### src/q15mpo_pkg.sv
// shared types, constants and sine table generator for the q15 multiwave oscillator
`default_nettype none
package q15mpo_pkg;

  localparam int Q15_W     = 16;
  localparam int MODE_W    = 2;
  localparam int WAVE_W    = 3;
  localparam int RATE_W    = 15;
  localparam int CFG_IDX_W = 2;
  localparam int MUL_W     = 17;
  localparam int PROD_W    = 2 * MUL_W;

  localparam logic signed [Q15_W-1:0] Q15_MAX    = 16'sh7FFF;
  localparam logic signed [Q15_W-1:0] Q15_MIN    = 16'sh8000;
  localparam logic signed [Q15_W-1:0] HALF_SCALE = 16'sh4000;
  localparam logic signed [Q15_W-1:0] ZERO_LEVEL = 16'sh0000;

  localparam logic [MODE_W-1:0] MODE_SAMPLE = 2'd0;
  localparam logic [MODE_W-1:0] MODE_OFFSET = 2'd1;
  localparam logic [MODE_W-1:0] MODE_LOAD   = 2'd2;

  localparam logic [WAVE_W-1:0] WAVE_SINE   = 3'd0;
  localparam logic [WAVE_W-1:0] WAVE_TRI    = 3'd1;
  localparam logic [WAVE_W-1:0] WAVE_SAW    = 3'd2;
  localparam logic [WAVE_W-1:0] WAVE_RAMP   = 3'd3;
  localparam logic [WAVE_W-1:0] WAVE_SQUARE = 3'd4;

  localparam logic [CFG_IDX_W-1:0] REG_WAVE = 2'd0;
  localparam logic [CFG_IDX_W-1:0] REG_GAIN = 2'd1;
  localparam logic [CFG_IDX_W-1:0] REG_DUTY = 2'd2;
  localparam logic [CFG_IDX_W-1:0] REG_RATE = 2'd3;

  localparam logic [63:0] Q30_ONE     = 64'd1073741824;
  localparam logic [63:0] HALF_PI_Q30 = 64'd1686629713;

  typedef enum logic [3:0] {
    ST_IDLE,
    ST_SHAPE,
    ST_IDX,
    ST_IDX_B,
    ST_DIFF,
    ST_INTERP,
    ST_SCALE,
    ST_SAT,
    ST_OUT
  } state_t;

  typedef struct packed {
    logic                    en;
    logic signed [MUL_W-1:0] a;
    logic signed [MUL_W-1:0] b;
  } mul_req_t;

  // table entry from a 32-bit cycle fraction, only evaluated on constants
  function automatic logic signed [Q15_W-1:0] sine_entry(input logic [63:0] frac);
    logic [1:0]  quad;
    logic [63:0] r;
    logic [63:0] x;
    logic [63:0] x2;
    logic [63:0] t;
    logic [63:0] s;
    logic [63:0] v;
    quad = frac[31:30];
    r = {34'd0, frac[29:0]};
    if (quad[0]) begin
      r = Q30_ONE - r;
    end
    x  = (r * HALF_PI_Q30) >> 30;
    x2 = (x * x) >> 30;
    t  = Q30_ONE - x2 / 64'd72;
    t  = Q30_ONE - ((x2 * t) >> 30) / 64'd42;
    t  = Q30_ONE - ((x2 * t) >> 30) / 64'd20;
    t  = Q30_ONE - ((x2 * t) >> 30) / 64'd6;
    s  = (x * t) >> 30;
    v  = (s + 64'd16384) >> 15;
    if (v > 64'd32767) begin
      v = 64'd32767;
    end
    return quad[1] ? -(v[Q15_W-1:0]) : v[Q15_W-1:0];
  endfunction

endpackage
`default_nettype wire

### src/q15mpo_if.sv
// request, result and register write channel interfaces
`default_nettype none
interface q15mpo_req_if;
  import q15mpo_pkg::*;
  logic                    valid;
  logic                    ready;
  logic [MODE_W-1:0]       mode;
  logic signed [Q15_W-1:0] phase_value;
  modport source(output valid, mode, phase_value, input ready);
  modport sink(input valid, mode, phase_value, output ready);
endinterface

interface q15mpo_rsp_if;
  import q15mpo_pkg::*;
  logic                    valid;
  logic                    ready;
  logic signed [Q15_W-1:0] sample;
  logic                    cycle_end;
  logic                    rise_end;
  logic                    rising_half;
  modport source(output valid, sample, cycle_end, rise_end, rising_half, input ready);
  modport sink(input valid, sample, cycle_end, rise_end, rising_half, output ready);
endinterface

interface q15mpo_cfg_if;
  import q15mpo_pkg::*;
  logic                 valid;
  logic                 ready;
  logic [CFG_IDX_W-1:0] index;
  logic [Q15_W-1:0]     data;
  modport source(output valid, index, data, input ready);
  modport sink(input valid, index, data, output ready);
endinterface
`default_nettype wire

### src/q15mpo_mul.sv
// shared signed multiplier with registered product
`default_nettype none
module q15mpo_mul (
  input  wire logic                                  clk,
  input  wire q15mpo_pkg::mul_req_t                  req,
  output logic signed [q15mpo_pkg::PROD_W-1:0]       prod
);
  import q15mpo_pkg::*;

  always_ff @(posedge clk) begin
    if (req.en) begin
      prod <= req.a * req.b;
    end
  end

endmodule
`default_nettype wire

### src/q15mpo_sine_rom.sv
// sine lookup rom with registered read
`default_nettype none
module q15mpo_sine_rom #(
  parameter int Depth = 256
) (
  input  wire logic                                 clk,
  input  wire logic [$clog2(Depth)-1:0]             addr,
  output logic signed [q15mpo_pkg::Q15_W-1:0]       data
);
  import q15mpo_pkg::*;

  logic signed [Q15_W-1:0] tbl [Depth];

  for (genvar g = 0; g < Depth; g++) begin : g_entry
    localparam logic [63:0] Frac = (64'(g) << 32) / 64'(Depth);
    assign tbl[g] = sine_entry(Frac);
  end

  always_ff @(posedge clk) begin
    data <= tbl[addr];
  end

endmodule
`default_nettype wire

### src/q15_multiwave_phase_oscillator.sv
// q15 multiwave phase oscillator top level with sequencer and datapath
//
// req carries a mode and a phase word. mode 0 asks for one sample, mode 1
// adds phase_value to the phase accumulator, mode 2 loads it, mode 3 is
// dropped. only mode 0 produces a word on rsp: the sample of the current
// phase, then the phase advances by min(2*rate_word, 32767).
// cfg writes wave_select, gain, duty_threshold and rate_word by index 0..3;
// it is always ready and is meant to be written while the block is idle.
// one shared 17x17 multiplier does the table position, the interpolation
// and the gain scaling in turn: a sine sample passes ST_IDX, ST_IDX_B,
// ST_DIFF and ST_INTERP, and ST_SCALE and ST_SAT are skipped at full
// scale gain; req is ready again once the result is registered, and
// a phase command keeps the block idle, so req stays ready.
// the result waits in an output register; while rsp is stalled a finished
// sample is held back and req stays not ready.
// reset (rst, synchronous) restores the register defaults, sets the phase
// to -32768 and empties the output register.
`default_nettype none
module q15_multiwave_phase_oscillator #(
  parameter int SINE_TABLE_SIZE = 256
) (
  input wire logic clk,
  input wire logic rst,
  q15mpo_req_if.sink   req,
  q15mpo_rsp_if.source rsp,
  q15mpo_cfg_if.sink   cfg
);
  import q15mpo_pkg::*;

  localparam int IdxW = $clog2(SINE_TABLE_SIZE);

  state_t state;
  state_t state_next;

  logic [WAVE_W-1:0]       wave_sel;
  logic signed [Q15_W-1:0] gain;
  logic signed [Q15_W-1:0] duty;
  logic [RATE_W-1:0]       rate;
  logic signed [Q15_W-1:0] phase;
  logic                    out_valid;

  logic signed [Q15_W-1:0] smp;
  logic [IdxW-1:0]         idx_r;
  logic [14:0]             frac_r;
  logic signed [Q15_W-1:0] a_r;

  logic signed [Q15_W-1:0] out_sample;
  logic                    out_cycle;
  logic                    out_rise;
  logic                    out_half;

  logic signed [Q15_W-1:0]  p_half;
  logic [14:0]              sine_x;
  logic signed [Q15_W-1:0]  shaped;
  logic [Q15_W-1:0]         inc;
  logic signed [Q15_W-1:0]  np;
  logic [IdxW-1:0]          rom_addr;
  logic signed [Q15_W-1:0]  rom_data;
  mul_req_t                 mul_req;
  logic signed [PROD_W-1:0] prod;
  logic signed [PROD_W-1:0] prod_q;
  logic                     accept;
  logic                     out_load;
  logic                     full_gain;

  q15mpo_mul u_mul (
    .clk  (clk),
    .req  (mul_req),
    .prod (prod)
  );

  q15mpo_sine_rom #(
    .Depth (SINE_TABLE_SIZE)
  ) u_rom (
    .clk  (clk),
    .addr (rom_addr),
    .data (rom_data)
  );

  assign req.ready = (state == ST_IDLE);
  assign accept    = req.valid && req.ready;
  assign cfg.ready = 1'b1;
  assign full_gain = (gain == Q15_MAX);
  assign out_load  = (state == ST_OUT) && (!out_valid || rsp.ready);

  assign rsp.valid       = out_valid;
  assign rsp.sample      = out_sample;
  assign rsp.cycle_end   = out_cycle;
  assign rsp.rise_end    = out_rise;
  assign rsp.rising_half = out_half;

  // phase / 2 toward zero, offset into one cycle fraction
  assign p_half = (phase >>> 1) + $signed(Q15_W'(phase[Q15_W-1] & phase[0]));
  assign sine_x = 15'(p_half + HALF_SCALE);
  assign inc    = rate[RATE_W-1] ? Q15_W'(Q15_MAX) : {rate, 1'b0};
  assign np     = phase + inc;
  assign prod_q = prod >>> 15;

  always_comb begin
    case (wave_sel)
      WAVE_TRI: begin
        if (phase[Q15_W-1]) begin
          shaped = (phase + HALF_SCALE) <<< 1;
        end else begin
          shaped = (HALF_SCALE - phase) <<< 1;
        end
      end
      WAVE_SAW:    shaped = -phase;
      WAVE_RAMP:   shaped = phase;
      WAVE_SQUARE: shaped = (phase < duty) ? Q15_MAX : Q15_MIN;
      default:     shaped = ZERO_LEVEL;
    endcase
  end

  always_comb begin
    if (state == ST_IDX) begin
      rom_addr = prod[15 +: IdxW];
    end else if (idx_r == IdxW'(SINE_TABLE_SIZE - 1)) begin
      rom_addr = '0;
    end else begin
      rom_addr = idx_r + 1'b1;
    end
  end

  always_ff @(posedge clk) begin
    if (rst) begin
      state <= ST_IDLE;
    end else begin
      state <= state_next;
    end
  end

  always_comb begin
    state_next  = state;
    mul_req.en  = 1'b0;
    mul_req.a   = '0;
    mul_req.b   = '0;
    case (state)
      ST_IDLE: begin
        if (accept && (req.mode == MODE_SAMPLE)) begin
          state_next = ST_SHAPE;
        end
      end
      ST_SHAPE: begin
        if (wave_sel == WAVE_SINE) begin
          mul_req.en = 1'b1;
          mul_req.a  = {2'b00, sine_x};
          mul_req.b  = MUL_W'(SINE_TABLE_SIZE);
          state_next = ST_IDX;
        end else begin
          state_next = full_gain ? ST_OUT : ST_SCALE;
        end
      end
      ST_IDX:   state_next = ST_IDX_B;
      ST_IDX_B: state_next = ST_DIFF;
      ST_DIFF: begin
        mul_req.en = 1'b1;
        mul_req.a  = {rom_data[Q15_W-1], rom_data} - {a_r[Q15_W-1], a_r};
        mul_req.b  = {2'b00, frac_r};
        state_next = ST_INTERP;
      end
      ST_INTERP: state_next = full_gain ? ST_OUT : ST_SCALE;
      ST_SCALE: begin
        mul_req.en = 1'b1;
        mul_req.a  = {smp[Q15_W-1], smp};
        mul_req.b  = {gain[Q15_W-1], gain};
        state_next = ST_SAT;
      end
      ST_SAT: state_next = ST_OUT;
      ST_OUT: begin
        if (out_load) begin
          state_next = ST_IDLE;
        end
      end
      default: state_next = ST_IDLE;
    endcase
  end

  always_ff @(posedge clk) begin
    if (rst) begin
      wave_sel  <= WAVE_SINE;
      gain      <= Q15_MAX;
      duty      <= ZERO_LEVEL;
      rate      <= '0;
      phase     <= Q15_MIN;
      out_valid <= 1'b0;
    end else begin
      if (cfg.valid && cfg.ready) begin
        case (cfg.index)
          REG_WAVE: wave_sel <= cfg.data[WAVE_W-1:0];
          REG_GAIN: gain     <= cfg.data;
          REG_DUTY: duty     <= cfg.data;
          REG_RATE: rate     <= cfg.data[RATE_W-1:0];
          default: ;
        endcase
      end
      if (accept) begin
        case (req.mode)
          MODE_OFFSET: phase <= phase + req.phase_value;
          MODE_LOAD:   phase <= req.phase_value;
          default: ;
        endcase
      end
      if (out_load) begin
        phase     <= np;
        out_valid <= 1'b1;
      end else if (rsp.ready) begin
        out_valid <= 1'b0;
      end
    end
  end

  always_ff @(posedge clk) begin
    case (state)
      ST_SHAPE: smp <= shaped;
      ST_IDX: begin
        idx_r  <= prod[15 +: IdxW];
        frac_r <= prod[14:0];
      end
      ST_IDX_B:  a_r <= rom_data;
      ST_INTERP: smp <= a_r + prod_q[Q15_W-1:0];
      ST_SAT: begin
        if (prod_q > PROD_W'(32767)) begin
          smp <= Q15_MAX;
        end else begin
          smp <= prod_q[Q15_W-1:0];
        end
      end
      ST_OUT: begin
        if (out_load) begin
          out_sample <= smp;
          out_cycle  <= (phase > np);
          out_rise   <= phase[Q15_W-1] && !np[Q15_W-1];
          out_half   <= np[Q15_W-1];
        end
      end
      default: ;
    endcase
  end

endmodule
`default_nettype wire
### src/flat_wrapper.sv
// flat-port wrapper written by rule: the top's interface ports become plain ports
module q15_multiwave_phase_oscillator_flat import q15mpo_pkg::*;
#(
  parameter int SINE_TABLE_SIZE = 256
)
  (clk, rst, req_valid, req_mode, req_phase_value, req_ready, rsp_valid, rsp_sample, rsp_cycle_end, rsp_rise_end, rsp_rising_half, rsp_ready, cfg_valid, cfg_index, cfg_data, cfg_ready);
  q15mpo_req_if req_i ();
  q15mpo_rsp_if rsp_i ();
  q15mpo_cfg_if cfg_i ();
  input wire logic clk;
  input wire logic rst;
  input wire logic [$bits(req_i.valid)-1:0] req_valid;
  input wire logic [$bits(req_i.mode)-1:0] req_mode;
  input wire logic [$bits(req_i.phase_value)-1:0] req_phase_value;
  output wire logic [$bits(req_i.ready)-1:0] req_ready;
  output wire logic [$bits(rsp_i.valid)-1:0] rsp_valid;
  output wire logic [$bits(rsp_i.sample)-1:0] rsp_sample;
  output wire logic [$bits(rsp_i.cycle_end)-1:0] rsp_cycle_end;
  output wire logic [$bits(rsp_i.rise_end)-1:0] rsp_rise_end;
  output wire logic [$bits(rsp_i.rising_half)-1:0] rsp_rising_half;
  input wire logic [$bits(rsp_i.ready)-1:0] rsp_ready;
  input wire logic [$bits(cfg_i.valid)-1:0] cfg_valid;
  input wire logic [$bits(cfg_i.index)-1:0] cfg_index;
  input wire logic [$bits(cfg_i.data)-1:0] cfg_data;
  output wire logic [$bits(cfg_i.ready)-1:0] cfg_ready;
  assign req_i.valid = req_valid;
  assign req_i.mode = req_mode;
  assign req_i.phase_value = req_phase_value;
  assign req_ready = req_i.ready;
  assign rsp_valid = rsp_i.valid;
  assign rsp_sample = rsp_i.sample;
  assign rsp_cycle_end = rsp_i.cycle_end;
  assign rsp_rise_end = rsp_i.rise_end;
  assign rsp_rising_half = rsp_i.rising_half;
  assign rsp_i.ready = rsp_ready;
  assign cfg_i.valid = cfg_valid;
  assign cfg_i.index = cfg_index;
  assign cfg_i.data = cfg_data;
  assign cfg_ready = cfg_i.ready;
  q15_multiwave_phase_oscillator #(.SINE_TABLE_SIZE(SINE_TABLE_SIZE)) u_core (.clk(clk), .rst(rst), .req(req_i), .rsp(rsp_i), .cfg(cfg_i));
endmodule
### config.mk
export PLATFORM = sky130hd
export DESIGN_NAME = q15_multiwave_phase_oscillator_flat
export DESIGN_NICKNAME = d
export VERILOG_FILES = /design/src/q15mpo_pkg.sv /design/src/q15mpo_if.sv /design/src/q15mpo_mul.sv /design/src/q15mpo_sine_rom.sv /design/src/q15_multiwave_phase_oscillator.sv /design/src/flat_wrapper.sv
export SDC_FILE = /design/constraint.sdc
export NUM_CORES = 2
export LEC_CHECK = 0
export ABC_AREA = 1
export BUFFER_PORTS_ARGS = -buffer_cell sky130_fd_sc_hd__buf_2
export CORE_MARGIN = 4
export CORE_UTILIZATION = 50
export DETAILED_ROUTE_END_ITERATION = 8
export PLACE_DENSITY = 0.64
export SYNTH_ARGS = -nofsm -noshare
export SYNTH_HDL_FRONTEND = slang
export SYNTH_HIERARCHICAL = 1
export SYNTH_SLANG_ARGS = --single-unit
### constraint.sdc
create_clock -name clk -period 20.8 [get_ports clk]
set_clock_uncertainty 0.2 [all_clocks]
set_input_delay 4.16 -clock clk [delete_from_list [all_inputs] [get_ports clk]]
set_output_delay 4.16 -clock clk [all_outputs]
set_load 0.05 [all_outputs]
# == Word level (Yosys, flattened, before mapping) ==
# Memory sizes are Yosys's and may differ from the RTL's. A register that Yosys moved wholly into a read port is not among the register bits.
# Index checks and enable logic that the tools add are counted.
# op_classes
n_addsub,10
n_mul,1
magnitude_cmp,3
n_eq_ne,21
mux,20
bitwise,2
n_reduce_logical,22
# ops
op,n
35-bit one-hot mux with 3 select lines,1
16-bit 2-to-1 mux,5
16-bit one-hot mux with 4 select lines,1
16-bit one-hot mux with 3 select lines,1
4-bit one-hot mux with 9 select lines,1
35-bit 2-to-1 mux,1
17-bit by 17-bit multiplier with 34-bit output,1
16-bit adder,2
16-bit one-hot mux with 2 select lines,1
"15-bit adder, second input constant",2
"19-bit by 16-bit > comparator with 1-bit output, second input constant",1
16-bit by 16-bit subtractor with 17-bit output,1
16-bit by 15-bit adder with 16-bit output,1
"16-bit == test, second input constant",1
"4-bit by 3-bit == test with 1-bit output, second input constant",4
16-bit > comparator,1
16-bit < comparator,1
4-bit 2-to-1 mux,4
8-bit 2-to-1 mux,2
16-bit negation,1
15-bit by 2-bit adder with 15-bit output,1
15-bit 2-to-1 mux,1
"15-bit subtractor, first input constant",1
2-bit AND reduction,7
other kinds (23),36
# totals
register_bits,179
rom_bits,4096
in_bits,41
output_inout_bits,22
wordCells,96
memories,1
# mem_list
memory,words,word_bits,read_ports,rd_clocked_by_memory_dff,wr,line_no,source
(no name shown),256,16,1,1,0,q15mpo_sine_rom.sv:20,data <= tbl[addr];

# == Logic depth before layout (Yosys ltp) ==
# depth
word_depth,6
ltp_mapped,43
depth_no_buf,41

# == By module ==
# The synthesis kept the hierarchy.
# modules_own_cells
mod,instances,cells_per_inst,area_per_inst_um2,seq_area_each_um2
q15mpo_mul,1,1675,13072.5,1021.0
q15_multiwave_phase_oscillator,1,1646,11464.7,3643.5
q15mpo_sine_rom,1,916,4613.2,320.3

# == Worst setup path after synthesis ==
# No wires, ideal clock.
# synth_timing
path_kind,flip-flop to flip-flop
startpoint,register u_core.phase[15]
endpoint,"register u_core/u_mul/prod[31] (netlist bit), data pin"
setup_time_ps,252
t_arrival_ps,6865
required_time_ps,20348
setup_slack_ps,13483
path_stages_with_launch,38
path_buffers,3
period_less_slack_ps,7317
path_cell_list,dfxtp_1 > buf_1 > nand2_1 > inv_1 > ha_1 > ha_1 > nand3_2 > nor2_2 > inv_2 > nor2_4 > inv_2 > nor2_4 > nand2_2 > o21ai_0 > a21boi_1 > nand2_1 > clkbuf_1 > clkbuf_1 > (+2 left out) > inv_1 > fa_1 > inv_1 > fa_1 > inv_1 > fa_1 > fa_1 > inv_1 > fa_1 > inv_1 > ha_1 > nand2_1 > nor2_1 > nand2_1 > nor4_1 > nand2_1 > nand3_1 > nand2_1
# synth_rtl
element,line_no,source
from (decl),q15_multiwave_phase_oscillator.sv:39,logic signed [Q15_W-1:0] phase;
from (signal assigned),q15_multiwave_phase_oscillator.sv:199,MODE_OFFSET: phase <= phase + req.phase_value;
from (signal assigned),q15_multiwave_phase_oscillator.sv:200,MODE_LOAD: phase <= req.phase_value;
from (signal assigned),q15_multiwave_phase_oscillator.sv:205,phase <= np;
to (signal assigned),q15mpo_mul.sv:12,prod <= req.a * req.b;
to (decl),q15mpo_mul.sv:6,output logic signed [q15mpo_pkg::PROD_W-1:0] prod

==> impl_results.md <==
- Outcome: finished clean
- Routed via count: 27523
- Initial antenna violation count: 1
- Synth area leader: fa_1
- Relative slew slack: 18.7%
- Finished Layout Cells: 4984
- Slowest cell delay on critical path: 0.89 ns
- Post-CTS sizing: 0
- Placer congestion estimate: just over 1
- Detailed Place HPWL: ~76000 um
- Fmax: between 100 and 150 MHz
- Synthesis-stage register bit count: between 150 and 200
- Num CTS Buffers: 17
- # DRC: 0
- Crit Path Class: reg2reg
- Total Routed Length: between 90000 and 100000 um
- Final Max Slew Viols: 0
- P_leak: 17.2 nW
- Post-synth EDFFs: 108
- Arrival @ worst endpoint: 8.16 ns
- Clk root buf: clkbuf_16
- Worst VDD drop: ~0.13 mV
- CP startpoint kind: flip-flop
- Site row count: 88
- Vias/cell: approximately 5.5
- Tot GR Track Use: a little under a third
- Register area: 0.00498 sq mm
- Vias in the first global route: 26763
- PD cells: 115 mW/mm^2
- CTS tree: built
- Worst skew pair latency: 0.48 ns
- First-pass GRT wire length: 152000 um
- Share of flip-flops with an asynchronous set or reset: 0%
- Critical path's slowest cell: fa_1
- CP Capture Type: flip-flop
- Synth top area share: 20.6%
- GR Overflow Total: 0
- Maxcap violations: 0
- Worst EP required: between 20 and 25 ns
- Count leader, synth: nand2_1
- # hold bufs at CTS: 0
- Die Area: 0.0622 sq mm
- Max Buffers Root-to-Sink: 2
- Core area: approximately 0.058 sq mm
- HP Start: u_core/u_mul/prod[7]
- Main area contributors after synthesis: fa_1, nand2_1, edfxtp_1
- Post-synth top cells: nand2_1, inv_1, fa_1
- Starting Density: 50.5%
- Share of layout cells above drive strength 1: 6.78%
- Diode count: 0
- DR iter-0 viols: 2646
- Setup violations, final: 0
- I/O pin cnt: 63
- # H-tree levels: 4
- Most common cell on crit path: nand2_1
- Area of the multi-input gates: between 0.02 and 0.025 sq mm
- Per-cell routed wire length: 19.5 um
- Area Growth Syn to Fin: 5.25%
- Hold Slack: 0.225 ns
- Synth Warn #: 6
- Postcts setup bufs: 0
- Syn avg cell area: slightly below 7 sq um
- Post-layout nets: between 4000 and 5000
- Placed cells: 4952
- Post-Syn Nets: 4777
- Worst hold path class: reg2reg
- Max FO, Critical Path: 17
- Largest net degree at the start of global routing: 77
- WHS Path Cells: 0
- Final Hold Viols: 0
- Routed Antenna Nets: 0
- Crit path time final: 8.13 ns
- R2R cell count: 31
- Die width: 249 um
- Die Ht: 249 um
- Fillers: 5853
- First-pass iteration count of the detailed router: 6
- Top FF cell, synth: edfxtp_1
- PortBufs: 61
- Synth Instances: about 4200
- Critical Path Start: u_core/a_r[0]
- Synth unique cells: 61
- Cell Area, Synth: between 0.02 and 0.03 sq mm
- Worst Tran Pin Value: roughly 1.2 ns
- Clock slew at reported path FFs: 0.08 ns
- RSZ-0062 raised after global routing: no
- Final Cycle Share: 39.1%
- Fin Setup TNS: 0 ns
- Worst R2R Start: u_core/a_r[0]
- Register area share after synthesis: 17.1%
- Clk sink count: 195
final timing paths:
path	end	slack [ns]
setup reg to reg	u_core/u_mul/prod[32]	12.67
hold / removal	u_core/frac_r[7]	0.22
setup / recovery	u_core/u_mul/prod[32]	12.67
hold reg to reg	u_core/frac_r[7]	0.22
registers in the layout, summed over array words and instances, names as in the netlist:
register / flops
u_core/u_rom/data: 16
u_core/gain: 16
u_core/a_r: 16
u_core/rsp.rise_end: 1
u_core/rsp.cycle_end: 1
u_core/wave_sel: 3
u_core/rsp.valid: 1
u_core/smp: 16
u_core/frac_r: 15
u_core/duty: 16
u_core/rsp.rising_half: 1
u_core/phase: 16
u_core/u_mul/prod: 34
u_core/rsp.sample: 16
u_core/idx_r: 8
u_core/rate: 15
u_core/state: 4
cell usage in the layout, fill, tap and decap left out, types with 54 or more instances in the layout:
master and instances:
dfxtp_1 87, nor2_1 254, nand3_1 279, nand2_1 1211, a21oi_1 210, ha_1 199, fa_1 300, o21ai_0 177
edfxtp_1 108, inv_1 813, buf_4 54, buf_2 61
per-layer routing:
metal  routed length, um  GRT usage [%]  vias to the layer above
met2               43200           48.3                     1215
met4                4070           11.7                        2
met5                  13              0                        -
met3                8110           5.55                      230
met1               42000           42.8                    12945
li1                    -              -                    13131
critical path: cells and delay by family (launching register included):
kind | cells | cell delay [ns]
AOI/OAI and AO/OA | 5 | 0.89
DFF | 1 | 0.40
buffers and inverters | 5 | 0.39
and+or+nand+nor | 12 | 1.51
adders and majority gates | 9 | 4.51
power by group:
| group | internal [W] | switching (W) |
|---|---|---|
| Combinational | 0.000679 | 0.00191 |
| Clock | 0.000176 | 0.000178 |
| Sequential | 0.000524 | 0.0000755 |
stage by stage:
| stage | total power [W] | util [%] | setup WS [ns] | instance area, sq um |
|---|---|---|---|---|
| after global routing | 0.00375 | 53.2 | 11.96 | 30700 |
| after detailed placement | 0.00307 | 52.1 | 12.64 | 30100 |
| final | 0.00354 | 53.2 | 12.67 | 30700 |
| after CTS | 0.00343 | 53.2 | 12.63 | 30700 |
| after floorplan | 0.00227 | - | 13.48 | 29200 |
| after global placement | 0.00311 | 52.1 | 12.70 | 30100 |
area by class of cell:
class	instances	share of cell area, %
clock inverters	14	0.575
well taps	765	3.12
inverters	839	10.3
clock buffers	18	1.40
flip-flops and latches	195	16.2
multi-input cells	3038	66.1
repair buffers	115	2.32
cells by family (layout without fill, tap and decap cells):
family / after synthesis / in the layout / synth area share, %
compound gates: 557 / 557 / 10.5
xor+xnor: 43 / 43 / 1.29
fa+ha+maj: 499 / 499 / 29.1
buf+inv: 1004 / 986 / 13.6
flops: 195 / 195 / 17.1
other cells: 1 / 1 / 0.0129
simple gates: 1938 / 1938 / 28.3
No activity file was read; power rests on OpenSTA's default activity.
